## src/design/sfs_pkg.sv

```systemverilog
// ----------------------------------------------------------------------------
// sfs_pkg
// Shared types and constants of the sprite frame sequencer.
// ----------------------------------------------------------------------------
package sfs_pkg;

  localparam int MaxAnims   = 16;
  localparam int MaxFrames  = 32;
  localparam int CellBits   = 10;
  localparam int AnimBits   = 4;
  localparam int SlotBits   = 5;
  localparam int CountBits  = 6;
  localparam int CtrBits    = 17;
  localparam int DivSteps   = CellBits;

  localparam logic [1:0] CMD_LOAD   = 2'd0;
  localparam logic [1:0] CMD_PLAY   = 2'd1;
  localparam logic [1:0] CMD_TICK   = 2'd2;
  localparam logic [1:0] CMD_REPORT = 2'd3;

  localparam logic [1:0] CFG_CELLS  = 2'd0;
  localparam logic [1:0] CFG_STEP_U = 2'd1;
  localparam logic [1:0] CFG_STEP_V = 2'd2;

  // Commands from the controller to the datapath.
  typedef struct packed {
    logic capture;    // register the input item and select the animation
    logic do_load;    // write the frame and the per-animation fields
    logic rd_frame;   // read the frame at the active position
    logic do_play;    // play update using the frame just read
    logic tick_add;   // add elapsed to the counter
    logic tick_step;  // one subtract-and-advance step
    logic tick_done;  // write the counter back
    logic div_start;  // start the cell division
    logic div_step;   // one restoring division step
    logic mul;        // form texture coordinates
    logic out_load;   // load the output register
  } sfs_cmd_t;

  // Status from the datapath to the controller.
  typedef struct packed {
    logic [1:0] cmd;
    logic       has_frames;
    logic       tick_more;
    logic       div_last;
  } sfs_stat_t;

endpackage

```

## src/design/sfs_control.sv

```systemverilog
// ----------------------------------------------------------------------------
// sfs_control
// Sequencer that steps one item through load, play, tick and report phases.
// ----------------------------------------------------------------------------
module sfs_control
  import sfs_pkg::*;
(
  input  logic      clk,
  input  logic      rst,
  input  logic      in_valid,
  output logic      in_ready,
  output logic      out_valid,
  input  logic      out_ready,
  output sfs_cmd_t  cmd,
  input  sfs_stat_t stat
);

  typedef enum logic [3:0] {
    S_IDLE, S_EXEC, S_PLAY, S_TADD, S_TRD, S_TCHK, S_RD, S_RDW,
    S_DIV, S_MUL, S_OUT, S_HOLD
  } state_t;

  state_t state;

  assign in_ready = state == S_IDLE;

  always_comb begin
    cmd = '0;
    cmd.capture = in_valid && state == S_IDLE;
    unique case (state)
      S_EXEC: begin
        cmd.do_load  = stat.cmd == CMD_LOAD;
        cmd.rd_frame = 1'b1;
      end
      S_PLAY: cmd.do_play  = stat.has_frames;
      S_TADD: cmd.tick_add = 1'b1;
      S_TRD:  cmd.rd_frame = 1'b1;
      S_TCHK: begin
        cmd.tick_step = stat.tick_more;
        cmd.tick_done = !stat.tick_more;
        cmd.rd_frame  = stat.tick_more;
      end
      S_RD:   cmd.rd_frame  = 1'b1;
      S_RDW:  cmd.div_start = 1'b1;
      S_DIV:  cmd.div_step  = 1'b1;
      S_MUL:  cmd.mul       = 1'b1;
      S_OUT:  cmd.out_load  = 1'b1;
      default: ;
    endcase
  end

  always_ff @(posedge clk) begin
    if (rst) begin
      state     <= S_IDLE;
      out_valid <= 1'b0;
    end else begin
      if (out_valid && out_ready) out_valid <= 1'b0;
      unique case (state)
        S_IDLE: if (in_valid) state <= S_EXEC;
        S_EXEC: begin
          priority if (stat.cmd == CMD_PLAY) state <= S_PLAY;
          else if (stat.cmd == CMD_TICK && stat.has_frames) state <= S_TADD;
          else state <= S_RD;
        end
        S_PLAY: state <= S_RD;
        S_TADD: state <= S_TRD;
        S_TRD:  state <= S_TCHK;
        S_TCHK: state <= stat.tick_more ? S_TRD : S_RD;
        S_RD:   state <= S_RDW;
        S_RDW:  state <= S_DIV;
        S_DIV:  if (stat.div_last) state <= S_MUL;
        S_MUL:  state <= S_HOLD;
        S_HOLD: if (!out_valid || out_ready) state <= S_OUT;
        S_OUT: begin
          out_valid <= 1'b1;
          state     <= S_IDLE;
        end
        default: state <= S_IDLE;
      endcase
    end
  end

  a_ready_idle: assert property (@(posedge clk) disable iff (rst)
    in_ready |-> state == S_IDLE) else $error("ready outside idle");
  a_one_out: assert property (@(posedge clk) disable iff (rst)
    cmd.out_load |-> !out_valid || out_ready) else $error("result overwritten");
  a_step_tick: assert property (@(posedge clk) disable iff (rst)
    cmd.tick_step |-> stat.cmd == CMD_TICK) else $error("tick step outside tick");

endmodule

```

## config.mk

```make
export PLATFORM = sky130hd
export DESIGN_NAME = sfs_control
export DESIGN_NICKNAME = d
export VERILOG_FILES = /design/src/design/sfs_pkg.sv /design/src/design/sfs_control.sv
export SDC_FILE = /design/constraint.sdc
export NUM_CORES = 1
export LEC_CHECK = 0
export BUFFER_PORTS_ARGS = -buffer_cell sky130_fd_sc_hd__buf_4
export CAP_MARGIN = 20
export CORE_AREA = 3 3 42 44
export CTS_CLUSTER_DIAMETER = 80
export CTS_CLUSTER_SIZE = 40
export DETAILED_ROUTE_END_ITERATION = 10
export DIE_AREA = 0 0 45 47
export GPL_TIMING_DRIVEN = 0
export PLACE_DENSITY = 0.64
export RECOVER_POWER = 100
export SYNTH_ARGS = -nofsm -noshare
export SYNTH_HDL_FRONTEND = slang
export SYNTH_SLANG_ARGS = --single-unit
```

## constraint.sdc

```tcl
create_clock -name clk -period 1.7 [get_ports clk]
set_clock_uncertainty 0.05 [all_clocks]
set_input_delay 0.085 -clock clk [delete_from_list [all_inputs] [get_ports clk]]
set_output_delay 0.085 -clock clk [all_outputs]
set_load 0.02 [all_outputs]
```

==> results.md, run 1 <==
- Post-route setup TNS: 0 ps
- Clock power share: 15.0%
- # IOs: 22
- Die Y: ~47 µm
- Drt first pass iters: 4
- Grt ovf: 0
- Avg Vias per Cell: 4.71
- Post-Route WL: ~1.0 mm
- Post-synthesis net count: 67
- Top cell type's share of synthesized area: roughly a quarter
- Crit path arrival time: about 1400 ps
- Max-slew headroom: around 72%
- DR iter-0 viols: 8
- Peak Freq: 0.653 GHz
- Compound-Gate Fraction of Synth Area: 20.6%
- Initial Util: between 20% and 30%
- First-pass GRT wire length: 1.65 mm
- Yosys reg bits: 5
- Most frequent cell after synthesis: nor2_1
- Worst vdd ir: 0.515 mV
- GRT Util Overall: roughly a tenth
- H-tree depth: 1
- Switching pwr: between 400 and 500 µW
- Crit path max fanout: 9
- Area Growth Syn to Fin: 37.5%
- Cell accounting for the most synthesized area: dfxtp_1
- Xor/xnor cell area share of the yosys netlist: 0%
- Cell Area, Synth: 430 µm²
- Via count: approximately 470
- Setup WS post-layout: approximately 170 ps
- Worst-Skew Late Latency: around 240 ps
- Clock-pin slew on the worst setup and hold paths: ~40 ps
- Final worst path period share: between 90% and 100%
- Worst EP required: around 1600 ps
- Port-buffer cells: 21
- Core Area: about 0.0015 mm²
- Netlist cell types: 25
- Fraction of layout cells with a size suffix above 1: between 20 and 30%
- Die area: between 0.002 and 0.0025 mm²
- Worst-case clock buffer depth: 2
- Pint: between 400 and 500 µW
- Worst Hold Class: input pin to flop
- Initial antenna violation count: 0
- TritonCTS clock tree: yes
- Comb pwr share: approximately 68%
- Syn Inst Count: 58
- DP HPWL: about 840 µm
- Post-Synth Adder-Cell Area: 0%
- Pwr dens: ~1500 mW/mm²
- Top cells by count, synth: 10 x nor2_1, 7 x inv_1, 5 x dfxtp_1
- Leak: about 0.00024 µW
- Post-CTS Setup Inserts: 0
- Ys Warns: 0
- Top FF cell, synth: dfxtp_1
- Final setup violation count: 0
- CTS Root Cell: clkbuf_4
- Fill cells: around 180
- Top cells by area, synth: dfxtp_1 23%, nor2_1 8.7%, inv_1 6.1%
- Final Hold Vio Count: 0
- Synth Area in Simple Gates: between 30% and 40%
- Vias in the first global route: 396
- Async S/R FF share, synth: 0%
- Pin count of the biggest net entering global routing: 11
- Routed WL per cell: roughly 10 µm
- Status: finished clean
- Worst Setup End Kind: output port
- Slew Viols, Final: 0
- Worst setup slack after placement: between 300 and 400 ps
- Net Sw Frac: ~47%
- N_diodes: 0
- Post-synthesis mux area share: about 4.9%
- Clock sinks: 5
- Part of the power in registers: ~18%
- Number of remaining DRC errors: 0
- Std cell rows: 14
- MaxCap Viol Count: 0
- Final net count: 94
- Worst setup SP type: flop
- Unrepaired setup endpoints after global routing: no
- Period minus WS final: ~1500 ps
- Largest family of logic cells by synthesized area: simple AND/OR/NAND/NOR gates
- Routed Antenna Nets: 0
- CTS buffer count: 3
- Average size of a mapped cell: 7.42 µm²
- Placer Congestion: around 0.74
- EDFF count, synth: 0
- Crit Path Category: flop to output port
- Power, Total: slightly above 900 µW
- Worst Tran Pin Value: approximately 410 ps
- Sequential element share of the synthesized area: 23.3%
- Die Width: 45 µm
## state kept, by name, summed over array words and instances, names as in the netlist
name	cells
out_valid	1
state	4
## worst max-delay path, cell delays in order (launching register included)
cell,delay (ps)
dfxtp_1,290
buf_2,160
or2_4,250
nor4_1,200
clkbuf_1,260
## cells by family after synthesis
kind of cell / after synthesis
and+or+nand+nor: 28
DFF: 5
buffers and inverters: 11
AOI/OAI and AO/OA: 12
muxes: 2
## repair_timing
action / in CTS / in global routing
hold buffers: 1 / 0
hold endpoints to repair: 3 / 0
gates resized for setup: 0 / 0
## layer usage
layer  vias to the layer above  GRT usage, %  wire (µm)
met5                         -             0          0
met4                         0             0          0
met3                         0          4.21         76
met2                        15          16.7        503
met1                       205          13.4        459
li1                        251             -          -
## placed cells by master (no fill, tap or decap), drive strengths merged, types with 2 or more instances in the layout
cell type / instances
buf: 15
nor3: 4
nand2: 3
inv: 7
clkbuf: 14
dfxtp: 5
nor4: 3
nor2: 10
nand2b: 5
o211ai: 2
a21oi: 5
## cell type report
type | instances | area, µm² | share of cell area (%)
multi-input combinational | 42 | 263 | 44.4
inverter | 7 | 26.3 | 4.44
buffer | 4 | 26.3 | 4.44
timing repair buffer | 22 | 130 | 22.0
sequential | 5 | 100 | 16.9
tap | 16 | 20.0 | 3.38
clock buffer | 4 | 26.3 | 4.44
## worst paths after layout
check                                from       end  slack [ps]  cells past startpoint
worst max-delay path             state[2]    cmd[9]         170                      4
worst min-delay path            out_ready  state[0]         100                      4
worst max register to register   state[2]  state[0]         210                      5
worst min register to register  out_valid  state[0]         440                      2
## through the flow
step | area, µm² | hold WS [ps] | cells | util, %
final | 592 | 96.2 | 100 | 40.2
after global routing | 592 | 106 | 100 | 40.2
after CTS | 644 | 97.7 | 100 | 43.8
after detailed placement | 608 | 233 | 95 | 41.3
after global placement | 608 | 235 | 95 | 41.3
after floorplan | 430 | 97.4 | 58 | -
## power by group through the flow
| stage | clock (µW) | sequential (µW) | combinational [µW] |
|---|---|---|---|
| 2_1_floorplan | 0 | 158 | 478 |
| 3_3_place_gp | 0 | 159 | 661 |
| 3_5_place_dp | 0 | 162 | 663 |
| 4_1_cts | 142 | 159 | 667 |
| 5_1_grt | 153 | 161 | 680 |
| 6_report | 136 | 158 | 611 |
(Power assumes the default switching activity.)
==> run 2, diff against run 1 <==
--- a/config.mk
+++ b/config.mk
@@ -6,14 +6,14 @@
 export NUM_CORES = 1
 export LEC_CHECK = 0
 export BUFFER_PORTS_ARGS = -buffer_cell sky130_fd_sc_hd__buf_4
-export CAP_MARGIN = 20
+export CAP_MARGIN = 5
 export CORE_AREA = 3 3 42 44
 export CTS_CLUSTER_DIAMETER = 80
 export CTS_CLUSTER_SIZE = 40
 export DETAILED_ROUTE_END_ITERATION = 10
 export DIE_AREA = 0 0 45 47
 export GPL_TIMING_DRIVEN = 0
-export PLACE_DENSITY = 0.64
+export PLACE_DENSITY = 0.6
 export RECOVER_POWER = 100
 export SYNTH_ARGS = -nofsm -noshare
 export SYNTH_HDL_FRONTEND = slang
==> run 2 against run 1 <==
Net effect:
- routed wire length up 6.9%
- global-route usage decreased by 0.079 points
- die area is the same
- first-iteration DRC count grew 63%
- worst setup slack improved by 8.3 ps
- register-to-register slack got worse by 30 ps
- non-clock buffer count did not move
- count of clock-buffer cells in the layout unchanged
- clock power hardly changed
- highest routed layer unchanged
==> results.md, run 2 (same netlist as run 1, synthesis figures left out) <==
- Worst Tran Pin Value: ~440 ps
- TritonCTS clock tree: yes
- Post-Route WL: around 1.1 mm
- Hold Path Depth: 4
- Met3 Use GR: approximately 6.9%
- Pwr dens: ~1500 mW/mm²
- Worst EP required: 1830 ps
- Unrepaired setup endpoints after global routing: no
- Peak Freq: about 0.66 GHz
- DP HPWL: ~840 µm
- Crit path max fanout: 10
- GRT Util Overall: between 10 and 15%
- Area Growth Syn to Fin: 37.5%
- Crit Reg-Reg Startpoint: state[3]
- Routed WL per cell: between 10 and 15 µm
- Post-CTS Setup Inserts: 0
- RR Endpoint: state[0]
- N_diodes: 0
- Leak: 0.000241 µW
- Crit Path Category: flop to flop
- Fraction of layout cells with a size suffix above 1: ~29%
- Worst-case clock buffer depth: 2
- Placer Congestion: approximately 0.74
- MaxCap Viol Count: 0
- Clock sinks: 5
- Max reg flops: 4
- Grt peak-use layer: met2
- CTS Root Cell: clkbuf_4
- R2R cell count: 5
- Hold Startpoint: out_ready
- Worst Setup End Kind: flop
- Quantity of gates resized following cts: 0
- Period minus WS final: 1520 ps
- Largest regs: state (4), out_valid (1)
- Number of remaining DRC errors: 0
- Top reg by flops: state
- Status: finished clean
- Final worst path period share: between 80% and 90%
- Fill cells: 173
- CTS buffer count: 3
- Max-slew headroom: between 70% and 80%
- Final Hold Vio Count: 0
- Port-buffer cells: 21
- Via count: ~480
- Worst setup SP type: flop
- Final setup violation count: 0
- H-tree depth: 1
- Post-route setup TNS: 0 ps
- Most frequent cells in the layout: 11 x clkbuf_1, 11 x buf_4, 10 x nor2_1
- Grt met1 use: between 10% and 20%
- Pin count of the biggest net entering global routing: 11
- Initial antenna violation count: 0
- Worst vdd ir: just under 0.5 mV
- Clock-pin slew on the worst setup and hold paths: about 40 ps
- Initial Util: 29.3%
- Hold worst-path end: state[0]
- Grt ovf: 0
- DR iter-0 viols: 13
- Die Y: ~47 µm
- Hold slack: 110 ps
- Avg Vias per Cell: 4.83
- Die Width: approximately 45 µm
- Slew Viols, Final: 0
- Crit path arrival time: around 1700 ps
- Die area: 0.00212 mm²
- Drt first pass iters: 4
- Worst Hold Class: input pin to flop
- Std cell rows: 14
- Vias in the first global route: around 390
- Routed Antenna Nets: 0
- Worst-Skew Late Latency: ~240 ps
- Core Area: between 0.001 and 0.0015 mm²
- Final net count: 94
- Met2 Use GR: 15.0%
- # IOs: 22
- Reg2Reg Setup Slack: around 180 ps
- First-pass GRT wire length: about 1.5 mm
## run 2: cell counts in the layout (fill, tap and decap cells not counted)
Identical to the previous run, type by type.
## run 2: power breakdown
part           leakage, µW  internal [µW]  total, µW  switching, µW
registers        0.0000410            152        158           6.72
clock network    0.0000150           88.5        133           44.3
logic             0.000185            242        614            372
## run 2: repair_timing
action                                  4_1_cts  5_1_grt
hold buffers                                  1        0
endpoints found under the setup margin        0        0
hold endpoints to repair                      3        0
## run 2: area by class of cell
| class | count | area [µm²] | area share, % |
|---|---|---|---|
| buffer | 4 | 26.3 | 4.44 |
| clock buffer | 4 | 26.3 | 4.44 |
| inverter | 7 | 26.3 | 4.44 |
| multi-input combinational | 42 | 263 | 44.4 |
| sequential | 5 | 100 | 16.9 |
| tap | 16 | 20.0 | 3.38 |
| timing repair buffer | 22 | 130 | 22.0 |
## run 2: through the flow
step	util (%)	area, µm²	total power, µW	instances	worst slack (ps)
floorplan	-	430	637	58	187
global placement	41.3	608	824	95	371
detailed placement	41.3	608	822	95	361
CTS	43.8	644	961	100	229
global route	40.2	592	977	100	86.1
finish	40.2	592	905	100	176
## run 2: critical path, stage by stage (launching register included)
cell and delay [ps]:
dfxtp_1 300, buf_6 130, or2_4 270, nor4_1 400, o221ai_2 180, a21oi_2 130
## run 2: worst max-delay path by stage
stage / start / endpoint / slack, ps
global route: state[2] / cmd[9] / 90
finish: state[3] / state[0] / 180
detailed placement: state[2] / state[0] / 360
global placement: state[2] / state[0] / 370
floorplan: state[3] / state[0] / 190
CTS: state[3] / cmd[9] / 230
## run 2: routing by layer
metal | wire, µm | vias to the layer above
met2 | 504 | 16
met4 | 0 | 0
met3 | 97 | 0
met1 | 509 | 216
li1 | - | 251
met5 | 0 | -
